## config.mk

```make
export PLATFORM = sky130hd
export DESIGN_NAME = power_mode_state_machine_top_flat
export DESIGN_NICKNAME = d
export VERILOG_FILES = /design/src/design/pmsm_pkg.sv /design/src/design/pmsm_in_if.sv /design/src/design/pmsm_out_if.sv /design/src/design/power_mode_state_machine_top.sv /design/src/design/pmsm_cfg_regs.sv /design/src/design/pmsm_fsm.sv /design/src/flat_wrapper.sv
export SDC_FILE = /design/constraint.sdc
export NUM_CORES = 1
export LEC_CHECK = 0
export BUFFER_PORTS_ARGS = -buffer_cell sky130_fd_sc_hd__buf_2
export CORE_UTILIZATION = 50
export DETAILED_ROUTE_END_ITERATION = 10
export PLACE_DENSITY = 0.68
export RECOVER_POWER = 100
export SLEW_MARGIN = 20
export SYNTH_ARGS = -nofsm -noshare
export SYNTH_HDL_FRONTEND = slang
export SYNTH_SLANG_ARGS = --single-unit
```

## constraint.sdc

```tcl
create_clock -name i_clk -period 9.6 [get_ports i_clk]
set_input_delay 1.92 -clock i_clk [delete_from_list [all_inputs] [get_ports i_clk]]
set_output_delay 1.92 -clock i_clk [all_outputs]
set_load 0.02 [all_outputs]
```

## src/design/pmsm_pkg.sv

```systemverilog
// ----------------------------------------------------------------------------
// pmsm_pkg
// Shared types, codes and constants of the keyboard power-mode controller.
// ----------------------------------------------------------------------------
package pmsm_pkg;

    localparam int TIMEOUT_BITS = 16;
    localparam int CFG_W        = 16;
    localparam int CFG_COUNT    = 7;
    localparam int CFG_IDX_W    = 3;

    typedef logic [TIMEOUT_BITS-1:0] t_timeout;
    typedef logic [CFG_W-1:0]        t_cfg_word;
    typedef t_cfg_word               t_cfg_bank [CFG_COUNT];

    // register indexes
    localparam logic [CFG_IDX_W-1:0] REG_ACTIVE_USB     = 3'd0;
    localparam logic [CFG_IDX_W-1:0] REG_ACTIVE_BAT     = 3'd1;
    localparam logic [CFG_IDX_W-1:0] REG_INACTIVE_USB   = 3'd2;
    localparam logic [CFG_IDX_W-1:0] REG_INACTIVE_BAT   = 3'd3;
    localparam logic [CFG_IDX_W-1:0] REG_LONG_USB       = 3'd4;
    localparam logic [CFG_IDX_W-1:0] REG_LONG_BAT       = 3'd5;
    localparam logic [CFG_IDX_W-1:0] REG_UNPLUGGED      = 3'd6;

    localparam t_cfg_word CFG_RESET [CFG_COUNT] = '{
        16'd60, 16'd30, 16'd300, 16'd120, 16'd900, 16'd600, 16'd3600
    };

    // operations
    localparam logic [2:0] OP_TIMEOUT    = 3'd0;
    localparam logic [2:0] OP_USER       = 3'd1;
    localparam logic [2:0] OP_SYSTEM     = 3'd2;
    localparam logic [2:0] OP_DEMO_START = 3'd3;
    localparam logic [2:0] OP_DEMO_STOP  = 3'd4;
    localparam logic [2:0] OP_POWER_OFF  = 3'd5;
    localparam logic [2:0] OP_CONN       = 3'd6;
    localparam logic [2:0] OP_UNUSED     = 3'd7;

    // internal event codes; suspend only arises from a connection update
    localparam logic [2:0] EV_TIMEOUT    = 3'd0;
    localparam logic [2:0] EV_USER       = 3'd1;
    localparam logic [2:0] EV_SYSTEM     = 3'd2;
    localparam logic [2:0] EV_DEMO_START = 3'd3;
    localparam logic [2:0] EV_DEMO_STOP  = 3'd4;
    localparam logic [2:0] EV_POWER_OFF  = 3'd5;
    localparam logic [2:0] EV_SUSPEND    = 3'd7;

    // connection kinds
    localparam logic [2:0] CONN_NONE      = 3'd0;
    localparam logic [2:0] CONN_PC        = 3'd1;
    localparam logic [2:0] CONN_PC_SUSP   = 3'd2;
    localparam logic [2:0] CONN_SUPPLY    = 3'd3;
    localparam logic [2:0] CONN_UNPLUGGED = 3'd4;

    // notify kinds
    localparam logic [2:0] NOTE_NONE     = 3'd0;
    localparam logic [2:0] NOTE_ACTIVE   = 3'd1;
    localparam logic [2:0] NOTE_INACTIVE = 3'd2;
    localparam logic [2:0] NOTE_LONG     = 3'd3;
    localparam logic [2:0] NOTE_SLEEP    = 3'd4;
    localparam logic [2:0] NOTE_OFF      = 3'd5;
    localparam logic [2:0] NOTE_SUSPEND  = 3'd6;

    typedef enum logic [7:0] {
        MODE_ACTIVE   = 8'b0000_0001,
        MODE_INACTIVE = 8'b0000_0010,
        MODE_LONG     = 8'b0000_0100,
        MODE_SLEEP    = 8'b0000_1000,
        MODE_SLEEPU   = 8'b0001_0000,
        MODE_OFF      = 8'b0010_0000,
        MODE_DEMO     = 8'b0100_0000,
        MODE_SUSP     = 8'b1000_0000
    } t_mode;

    typedef struct packed {
        logic [2:0]  power_state;
        logic        timeout_reloaded;
        logic [15:0] timeout_seconds;
        logic        timeout_infinite;
        logic        sleep_request;
        logic        shutdown_request;
        logic [2:0]  notify_kind;
    } t_result;

    function automatic logic [2:0] mode_code(input t_mode m);
        logic [2:0] c;
        c = 3'd0;
        unique case (m)
            MODE_ACTIVE:   c = 3'd0;
            MODE_INACTIVE: c = 3'd1;
            MODE_LONG:     c = 3'd2;
            MODE_SLEEP:    c = 3'd3;
            MODE_SLEEPU:   c = 3'd4;
            MODE_OFF:      c = 3'd5;
            MODE_DEMO:     c = 3'd6;
            MODE_SUSP:     c = 3'd7;
            default:       c = 3'd0;
        endcase
        return c;
    endfunction

    function automatic logic [2:0] notify_of(input t_mode m);
        logic [2:0] k;
        k = NOTE_NONE;
        unique case (m)
            MODE_ACTIVE:   k = NOTE_ACTIVE;
            MODE_INACTIVE: k = NOTE_INACTIVE;
            MODE_LONG:     k = NOTE_LONG;
            MODE_SLEEP:    k = NOTE_SLEEP;
            MODE_SLEEPU:   k = NOTE_SLEEP;
            MODE_OFF:      k = NOTE_OFF;
            MODE_DEMO:     k = NOTE_NONE;
            MODE_SUSP:     k = NOTE_SUSPEND;
            default:       k = NOTE_NONE;
        endcase
        return k;
    endfunction

endpackage

```

## src/design/pmsm_in_if.sv

```systemverilog
// ----------------------------------------------------------------------------
// pmsm_in_if
// Event channel: valid/ready handshake with operation and connection kind.
// ----------------------------------------------------------------------------
interface pmsm_in_if;
    logic       valid;
    logic       ready;
    logic [2:0] operation;
    logic [2:0] connection_kind;

    modport source (output valid, output operation, output connection_kind, input ready);
    modport sink   (input valid, input operation, input connection_kind, output ready);
endinterface

```

## src/design/pmsm_out_if.sv

```systemverilog
// ----------------------------------------------------------------------------
// pmsm_out_if
// Result channel: valid/ready handshake with the power-mode result word.
// ----------------------------------------------------------------------------
interface pmsm_out_if;
    logic        valid;
    logic        ready;
    logic [2:0]  power_state;
    logic        timeout_reloaded;
    logic [15:0] timeout_seconds;
    logic        timeout_infinite;
    logic        sleep_request;
    logic        shutdown_request;
    logic [2:0]  notify_kind;

    modport source (
        output valid, output power_state, output timeout_reloaded,
        output timeout_seconds, output timeout_infinite, output sleep_request,
        output shutdown_request, output notify_kind, input ready
    );
    modport sink (
        input valid, input power_state, input timeout_reloaded,
        input timeout_seconds, input timeout_infinite, input sleep_request,
        input shutdown_request, input notify_kind, output ready
    );
endinterface

```

## src/design/power_mode_state_machine_top.sv

```systemverilog
// ----------------------------------------------------------------------------
// power_mode_state_machine_top
// Keyboard power-mode controller: event in, one result word out per event.
// ----------------------------------------------------------------------------
// Each accepted event yields exactly one result word: the event is held in the
// input register, then its result goes to the result register when not stalled.
// One event is taken every cycle as long as the result side keeps up; the
// limit is the single transition step between the two registers, which also
// updates the mode and timeout state. Timeout registers are to be written
// through the plain write port only while no event is in flight; the block
// does not enforce this. Indexes past the last register are ignored.
module power_mode_state_machine_top
    import pmsm_pkg::*;
(
    input  logic                 i_clk,
    input  logic                 i_rst_n,
    input  logic                 i_cfg_we,
    input  logic [CFG_IDX_W-1:0] i_cfg_idx,
    input  logic [CFG_W-1:0]     i_cfg_data,
    pmsm_in_if.sink              i_in,
    pmsm_out_if.source           o_out
);

    t_cfg_bank  cfg;
    t_result    result;
    logic       advance;
    logic       fire;

    logic       r_in_valid;
    logic [2:0] r_operation;
    logic [2:0] r_connection_kind;
    logic       r_out_valid;
    t_result    r_result;

    assign advance    = !r_out_valid || o_out.ready;
    assign fire       = r_in_valid && advance;
    assign i_in.ready = !r_in_valid || advance;

    always_ff @(posedge i_clk) begin
        if (!i_rst_n) begin
            r_in_valid  <= 1'b0;
            r_out_valid <= 1'b0;
        end else begin
            if (i_in.ready) begin
                r_in_valid <= i_in.valid;
            end
            if (advance) begin
                r_out_valid <= r_in_valid;
            end
        end
    end

    always_ff @(posedge i_clk) begin
        if (i_in.valid && i_in.ready) begin
            r_operation       <= i_in.operation;
            r_connection_kind <= i_in.connection_kind;
        end
        if (fire) begin
            r_result <= result;
        end
    end

    pmsm_cfg_regs u_cfg (
        .i_clk      (i_clk),
        .i_rst_n    (i_rst_n),
        .i_cfg_we   (i_cfg_we),
        .i_cfg_idx  (i_cfg_idx),
        .i_cfg_data (i_cfg_data),
        .o_cfg      (cfg)
    );

    pmsm_fsm u_fsm (
        .i_clk             (i_clk),
        .i_rst_n           (i_rst_n),
        .i_fire            (fire),
        .i_operation       (r_operation),
        .i_connection_kind (r_connection_kind),
        .i_cfg             (cfg),
        .o_result          (result)
    );

    assign o_out.valid            = r_out_valid;
    assign o_out.power_state      = r_result.power_state;
    assign o_out.timeout_reloaded = r_result.timeout_reloaded;
    assign o_out.timeout_seconds  = r_result.timeout_seconds;
    assign o_out.timeout_infinite = r_result.timeout_infinite;
    assign o_out.sleep_request    = r_result.sleep_request;
    assign o_out.shutdown_request = r_result.shutdown_request;
    assign o_out.notify_kind      = r_result.notify_kind;

endmodule

```

## src/design/pmsm_cfg_regs.sv

```systemverilog
// ----------------------------------------------------------------------------
// pmsm_cfg_regs
// Timeout configuration registers; writes past the last index are dropped.
// ----------------------------------------------------------------------------
module pmsm_cfg_regs
    import pmsm_pkg::*;
(
    input  logic                 i_clk,
    input  logic                 i_rst_n,
    input  logic                 i_cfg_we,
    input  logic [CFG_IDX_W-1:0] i_cfg_idx,
    input  logic [CFG_W-1:0]     i_cfg_data,
    output t_cfg_bank            o_cfg
);

    t_cfg_bank r_cfg;

    always_ff @(posedge i_clk) begin
        if (!i_rst_n) begin
            r_cfg <= CFG_RESET;
        end else if (i_cfg_we && (i_cfg_idx < CFG_IDX_W'(CFG_COUNT))) begin
            r_cfg[i_cfg_idx] <= i_cfg_data;
        end
    end

    assign o_cfg = r_cfg;

endmodule

```

## src/design/pmsm_fsm.sv

```systemverilog
// ----------------------------------------------------------------------------
// pmsm_fsm
// Power-mode state, entry actions and notification tracking for one event.
// ----------------------------------------------------------------------------
module pmsm_fsm
    import pmsm_pkg::*;
(
    input  logic       i_clk,
    input  logic       i_rst_n,
    input  logic       i_fire,
    input  logic [2:0] i_operation,
    input  logic [2:0] i_connection_kind,
    input  t_cfg_bank  i_cfg,
    output t_result    o_result
);

    t_mode      r_mode,       n_mode;
    logic [2:0] r_usb,        n_usb;
    t_timeout   r_timeout,    n_timeout;
    logic       r_infinite,   n_infinite;
    logic       r_last_valid, n_last_valid;
    logic [2:0] r_last_code,  n_last_code;

    logic       has_ev;
    logic [2:0] ev;
    logic       usb_on;
    logic       do_enter;
    logic       common;
    t_mode      target;
    logic       sleep_req;
    logic       shutdown_req;
    logic [2:0] notify;

    always_comb begin
        n_usb  = r_usb;
        has_ev = 1'b0;
        ev     = EV_TIMEOUT;
        case (i_operation) inside
            OP_CONN: begin
                // link kind is stored first; kinds 1 to 4 then act as events
                n_usb = i_connection_kind;
                case (i_connection_kind) inside
                    CONN_PC, CONN_SUPPLY, CONN_UNPLUGGED: begin
                        has_ev = 1'b1;
                        ev     = EV_USER;
                    end
                    CONN_PC_SUSP: begin
                        has_ev = 1'b1;
                        ev     = EV_SUSPEND;
                    end
                    default: ;
                endcase
            end
            OP_UNUSED: ;
            default: begin
                has_ev = 1'b1;
                ev     = i_operation;
            end
        endcase

        usb_on = (n_usb == CONN_PC) || (n_usb == CONN_PC_SUSP) || (n_usb == CONN_SUPPLY);

        do_enter = 1'b0;
        common   = 1'b0;
        target   = r_mode;
        unique case (r_mode)
            MODE_ACTIVE: begin
                if (ev == EV_TIMEOUT) begin
                    do_enter = 1'b1; target = MODE_INACTIVE;
                end else if (ev == EV_USER) begin
                    do_enter = 1'b1; target = MODE_ACTIVE;
                end else begin
                    common = 1'b1;
                end
            end
            MODE_INACTIVE: begin
                if (ev == EV_TIMEOUT) begin
                    do_enter = 1'b1; target = MODE_LONG;
                end else if (ev == EV_USER) begin
                    do_enter = 1'b1; target = MODE_ACTIVE;
                end else begin
                    common = 1'b1;
                end
            end
            MODE_LONG: begin
                if (ev == EV_TIMEOUT) begin
                    do_enter = 1'b1; target = usb_on ? MODE_SLEEP : MODE_SLEEPU;
                end else if (ev == EV_USER) begin
                    do_enter = 1'b1; target = MODE_ACTIVE;
                end else if (ev == EV_SYSTEM) begin
                    do_enter = 1'b1; target = MODE_LONG;
                end else begin
                    common = 1'b1;
                end
            end
            MODE_SLEEP: begin
                if (ev == EV_USER) begin
                    do_enter = 1'b1; target = MODE_ACTIVE;
                end else begin
                    common = 1'b1;
                end
            end
            MODE_SLEEPU: begin
                if (ev == EV_TIMEOUT) begin
                    do_enter = 1'b1; target = MODE_OFF;
                end else if (ev == EV_USER) begin
                    do_enter = 1'b1; target = MODE_ACTIVE;
                end else begin
                    common = 1'b1;
                end
            end
            MODE_OFF: ;
            MODE_DEMO: begin
                if (ev == EV_DEMO_STOP) begin
                    do_enter = 1'b1; target = MODE_ACTIVE;
                end else if (ev == EV_SUSPEND) begin
                    do_enter = 1'b1; target = MODE_SUSP;
                end else if (ev == EV_POWER_OFF) begin
                    do_enter = 1'b1; target = MODE_OFF;
                end
            end
            MODE_SUSP: begin
                if (ev == EV_USER) begin
                    do_enter = 1'b1; target = MODE_ACTIVE;
                end else if (ev == EV_POWER_OFF) begin
                    do_enter = 1'b1; target = MODE_OFF;
                end
            end
            default: ;
        endcase

        if (common) begin
            if (ev == EV_DEMO_START) begin
                do_enter = 1'b1; target = MODE_DEMO;
            end else if (ev == EV_SUSPEND) begin
                do_enter = 1'b1; target = MODE_SUSP;
            end else if (ev == EV_POWER_OFF) begin
                do_enter = 1'b1; target = MODE_OFF;
            end
        end
        do_enter = do_enter && has_ev;

        // entry actions
        n_mode       = r_mode;
        n_timeout    = r_timeout;
        n_infinite   = r_infinite;
        n_last_valid = r_last_valid;
        n_last_code  = r_last_code;
        sleep_req    = 1'b0;
        shutdown_req = 1'b0;
        notify       = NOTE_NONE;
        if (do_enter) begin
            n_mode = target;
            if (!r_last_valid || (r_last_code != mode_code(target))) begin
                notify       = notify_of(target);
                n_last_valid = 1'b1;
                n_last_code  = mode_code(target);
            end
            n_timeout  = '0;
            n_infinite = 1'b1;
            unique case (target)
                MODE_ACTIVE: begin
                    n_infinite = 1'b0;
                    n_timeout  = TIMEOUT_BITS'(usb_on ? i_cfg[REG_ACTIVE_USB]
                                                      : i_cfg[REG_ACTIVE_BAT]);
                end
                MODE_INACTIVE: begin
                    n_infinite = 1'b0;
                    n_timeout  = TIMEOUT_BITS'(usb_on ? i_cfg[REG_INACTIVE_USB]
                                                      : i_cfg[REG_INACTIVE_BAT]);
                end
                MODE_LONG: begin
                    n_infinite = 1'b0;
                    n_timeout  = TIMEOUT_BITS'(usb_on ? i_cfg[REG_LONG_USB]
                                                      : i_cfg[REG_LONG_BAT]);
                end
                MODE_SLEEP: sleep_req = 1'b1;
                MODE_SLEEPU: begin
                    sleep_req = 1'b1;
                    if (!usb_on) begin
                        n_infinite = 1'b0;
                        n_timeout  = TIMEOUT_BITS'(i_cfg[REG_UNPLUGGED]);
                    end
                end
                MODE_OFF: shutdown_req = 1'b1;
                default: ;
            endcase
        end

        o_result.power_state      = mode_code(n_mode);
        o_result.timeout_reloaded = do_enter;
        o_result.timeout_seconds  = 16'(n_timeout);
        o_result.timeout_infinite = n_infinite;
        o_result.sleep_request    = sleep_req;
        o_result.shutdown_request = shutdown_req;
        o_result.notify_kind      = notify;
    end

    always_ff @(posedge i_clk) begin
        if (!i_rst_n) begin
            r_mode       <= MODE_ACTIVE;
            r_usb        <= CONN_NONE;
            r_timeout    <= '0;
            r_infinite   <= 1'b1;
            r_last_valid <= 1'b0;
            r_last_code  <= '0;
        end else if (i_fire) begin
            r_mode       <= n_mode;
            r_usb        <= n_usb;
            r_timeout    <= n_timeout;
            r_infinite   <= n_infinite;
            r_last_valid <= n_last_valid;
            r_last_code  <= n_last_code;
        end
    end

endmodule

```

## src/flat_wrapper.sv

```systemverilog
// flat-port wrapper written by rule: the top's interface ports become plain ports
module power_mode_state_machine_top_flat import pmsm_pkg::*;
  (i_clk, i_rst_n, i_cfg_we, i_cfg_idx, i_cfg_data, i_in_valid, i_in_operation, i_in_connection_kind, i_in_ready, o_out_valid, o_out_power_state, o_out_timeout_reloaded, o_out_timeout_seconds, o_out_timeout_infinite, o_out_sleep_request, o_out_shutdown_request, o_out_notify_kind, o_out_ready);
  pmsm_in_if i_in_i ();
  pmsm_out_if o_out_i ();
  input  logic i_clk;
  input  logic i_rst_n;
  input  logic i_cfg_we;
  input  logic [CFG_IDX_W-1:0] i_cfg_idx;
  input  logic [CFG_W-1:0] i_cfg_data;
  input wire logic [$bits(i_in_i.valid)-1:0] i_in_valid;
  input wire logic [$bits(i_in_i.operation)-1:0] i_in_operation;
  input wire logic [$bits(i_in_i.connection_kind)-1:0] i_in_connection_kind;
  output wire logic [$bits(i_in_i.ready)-1:0] i_in_ready;
  output wire logic [$bits(o_out_i.valid)-1:0] o_out_valid;
  output wire logic [$bits(o_out_i.power_state)-1:0] o_out_power_state;
  output wire logic [$bits(o_out_i.timeout_reloaded)-1:0] o_out_timeout_reloaded;
  output wire logic [$bits(o_out_i.timeout_seconds)-1:0] o_out_timeout_seconds;
  output wire logic [$bits(o_out_i.timeout_infinite)-1:0] o_out_timeout_infinite;
  output wire logic [$bits(o_out_i.sleep_request)-1:0] o_out_sleep_request;
  output wire logic [$bits(o_out_i.shutdown_request)-1:0] o_out_shutdown_request;
  output wire logic [$bits(o_out_i.notify_kind)-1:0] o_out_notify_kind;
  input wire logic [$bits(o_out_i.ready)-1:0] o_out_ready;
  assign i_in_i.valid = i_in_valid;
  assign i_in_i.operation = i_in_operation;
  assign i_in_i.connection_kind = i_in_connection_kind;
  assign i_in_ready = i_in_i.ready;
  assign o_out_valid = o_out_i.valid;
  assign o_out_power_state = o_out_i.power_state;
  assign o_out_timeout_reloaded = o_out_i.timeout_reloaded;
  assign o_out_timeout_seconds = o_out_i.timeout_seconds;
  assign o_out_timeout_infinite = o_out_i.timeout_infinite;
  assign o_out_sleep_request = o_out_i.sleep_request;
  assign o_out_shutdown_request = o_out_i.shutdown_request;
  assign o_out_notify_kind = o_out_i.notify_kind;
  assign o_out_i.ready = o_out_ready;
  power_mode_state_machine_top u_core (.i_clk(i_clk), .i_rst_n(i_rst_n), .i_cfg_we(i_cfg_we), .i_cfg_idx(i_cfg_idx), .i_cfg_data(i_cfg_data), .i_in(i_in_i), .o_out(o_out_i));
endmodule
```

==> flow_summary_export.csv <==
group,metric,value,unit
outcome,status,"finished with violations",
outcome,violations,"max-capacitance violations, max-slew violations",
floorplanning,dieArea,0.0178,sq mm
timing,period_needed,6.07,ns
floorplanning,fp-row-count,47,
logic_synthesis,syn_nets,1037,
clock_network,cts.clk_slew.worst_paths,0.07,ns
route,drc,0,
route,drt_first_iter_violations,698,
layout,fin_cells,1262,
global_route,grt_first_pass_wirelength,36500,um
timing,slew_viol_final,151,
logic_synthesis,syn_area,0.00863,sq mm
logic_synthesis,synth_seq_area_share,0.450,
timing,fin_skew,0.00964,ns
logic_synthesis,synth_area_leaders,"dfxtp_1, nand2_1, edfxtp_1",
timing,fmax,0.165,GHz
timing,setup_tns,0,ns
global_route,grt_start_max_net_pins,91,
power_and_ir_drop,powerDensity,183,mW/mm^2
placement,dpl.cell_count,1230,
clock_network,clkLatencyLatePin,0.44,ns
clock_network,post_cts_resized,0,
min_path,hold_start,"u_core.u_cfg.o_cfg[89]$_SDFFE_PN0P_",
worst_setup_path,crit_start,"i_rst_n",
clock_network,hold_buffers,0,
placement,gp_congestion,0.940,
floorplanning,core,0.0167,sq mm
global_route,grt_overflow,0,
layout,area_growth,9.54,%
floorplanning,ios,58,
route,viasPerCell,5.83,
placement,dp_hpwl,15100,um
worst_setup_path,cp.arrival,6.19,ns
worst_setup_path,required,9.72,ns
clock_network,htreeDepth,4,
logic_synthesis,synth.most_common_cell,"nand2_1",
floorplanning,start_util,0.517,
power_and_ir_drop,vdd_drop_max,129,uV
placement,preCtsSetupSlack,4.97,ns
worst_setup_path,crit_type,"in2reg",
logic_synthesis,yosysWarnings,0,
placement,portBuffers,57,
timing,hold_viol,0,
timing,tightest_slew,4.05,ns
route,firstDrtPassIters,5,
logic_synthesis,yosys.area.top_type,"dfxtp_1",
timing,rsz0062_at_grt,"false",
worst_setup_path,crit-reg2reg-launch,"u_core.r_operation[2]$_DFFE_PP_",
global_route,first_global_vias,6792,
clock_network,clock_path_buffers,2,
logic_synthesis,ys_ff_latch,178,
worst_setup_path,startpoint_type,"input port",
floorplanning,die_x,133,um
logic_synthesis,synthCells,1007,
timing,maxSlewHeadroom,-1.70,
job,maxCapViolCount,4,
timing,setup_viol,0,
logic_synthesis,synth-main-ff-cell,"dfxtp_1",
clock_network,tritoncts,"done",
layout,nets,1059,
worst_setup_path,critPathMaxFanout,90,
min_path,worstHoldPathType,"reg2reg",
logic_synthesis,synth_common_cells,"nand2_1, dfxtp_1, a21oi_1",
clock_network,clock_sinks,178,
timing,min_period_over_period,0.632,
timing,setup_slack,3.53,ns
worst_setup_path,endpoint_kind,"flip-flop",
route,wirelength,22500,um
logic_synthesis,postSynth.asyncResetShare,0,
global_route,antenna_found_initial,0,
floorplanning,die_h,133,um
clock_network,root_buffer,"clkbuf_16",
route,ant_nets,0,
clock_network,cts_made_buffers,17,
layout,final_layout_size_suffix_gt1_frac,0.103,
power_and_ir_drop,p_leak,3.36,nW
route,num_vias,7362,
layout,diodes,0,
logic_synthesis,synth_cell_type_count,76,
logic_synthesis,synth_top_cell_area_share,0.339,
route,routedWlPerCell,17.9,um
logic_synthesis,synth.avg_cell_area,8.57,sq um
clock_network,post-cts-setup-buffers,0,
logic_synthesis,synth_edf_count,32,
global_route,grt_usage,0.261,
==> critical path: stages <==
cell      delay, ns
clkbuf_1       0.58
inv_1          0.67
clkbuf_1       2.87
a21oi_1        0.09
==> routing by layer <==
metal  share of wire  global-route usage
met1            0.49               0.390
met5               0                   0
met3           0.072              0.0529
met2            0.43               0.378
met4           0.016              0.0751
==> worst paths after layout <==
| kind | endpoint | slack, ns | depth (start not counted) |
|---|---|---|---|
| max | u_core.u_fsm.r_usb[2]$_SDFFE_PN0P_ | 3.53 | 4 |
| min | u_core.u_cfg.o_cfg[89]$_SDFFE_PN0P_ | 0.45 | 2 |
| max reg2reg | u_core.o_out.timeout_seconds[14]$_DFFE_PP_ | 3.86 | 11 |
| min reg2reg | u_core.u_cfg.o_cfg[89]$_SDFFE_PN0P_ | 0.45 | 2 |
==> per-stage QoR <==
step                      cell area [sq um]  utilization  hold WS, ns  power (mW)
after global routing                   9450        0.566        0.470        1.80
after CTS                              9570        0.573        0.455        1.75
final                                  9450        0.566        0.454        1.73
after floorplan                        8630            -        0.433        1.02
after detailed placement               9000        0.539        0.446        1.09
after global placement                 9000        0.539        0.439        1.09
==> power breakdown <==
group | total (mW) | internal, mW | switching [mW]
registers | 0.805 | 0.786 | 0.0188
clock network | 0.665 | 0.342 | 0.323
logic | 0.263 | 0.0819 | 0.182
==> state kept, by name, summed over array words and instances, names as in the netlist, 3 cells and up <==
register                      cells
u_core.u_fsm.r_mode               8
u_core.u_fsm.r_last_code          3
u_core.u_cfg.o_cfg              112
u_core.r_connection_kind          3
u_core.u_fsm.r_usb                3
u_core.u_fsm.r_timeout           16
u_core.o_out.power_state          3
u_core.r_operation                3
u_core.o_out.timeout_seconds     16
u_core.o_out.notify_kind          3
==> layout make-up <==
cell class | instances | area [sq um]
Fill cell | 1606 | 7250
Multi-Input combinational cell | 759 | 4410
Sequential cell | 178 | 3880
Clock buffer | 17 | 425
Timing Repair Buffer | 64 | 288
Tap cell | 220 | 275
Clock inverter | 15 | 141
Inverter | 9 | 33.8
==> layout by cell type (no fill, tap or decap), drive strengths merged, types with 5 or more instances in the layout <==
cell and count:
nor4 6, a211oi 9, nor4b 5, mux2i 32, o21ai 20, or2 5, nand2 273, clkbuf 51
nor2 33, mux2 20, a22o 17, nand2b 11, nor2b 5, nor3 17, o22a 15, a31oi 8
a22oi 16, edfxtp 32, a21o 18, inv 15, and3 6, a211o 5, and2 10, buf 30
nand3 41, clkinv 6, dfxtp 146, a21oi 124, o211ai 7
==> cell families (layout without fill, tap and decap cells) <==
kind of cell / after synthesis / after routing / share of synthesized area
buffers and inverters: 70 / 105 / 0.0346
XOR/XNOR: 4 / 4 / 0.00406
multiplexers: 52 / 52 / 0.0632
flip-flops: 178 / 178 / 0.450
AO/OA/AOI/OAI: 275 / 275 / 0.223
AND/OR/NAND/NOR: 428 / 428 / 0.225
Note: power is estimated with default switching activity, not from simulation.
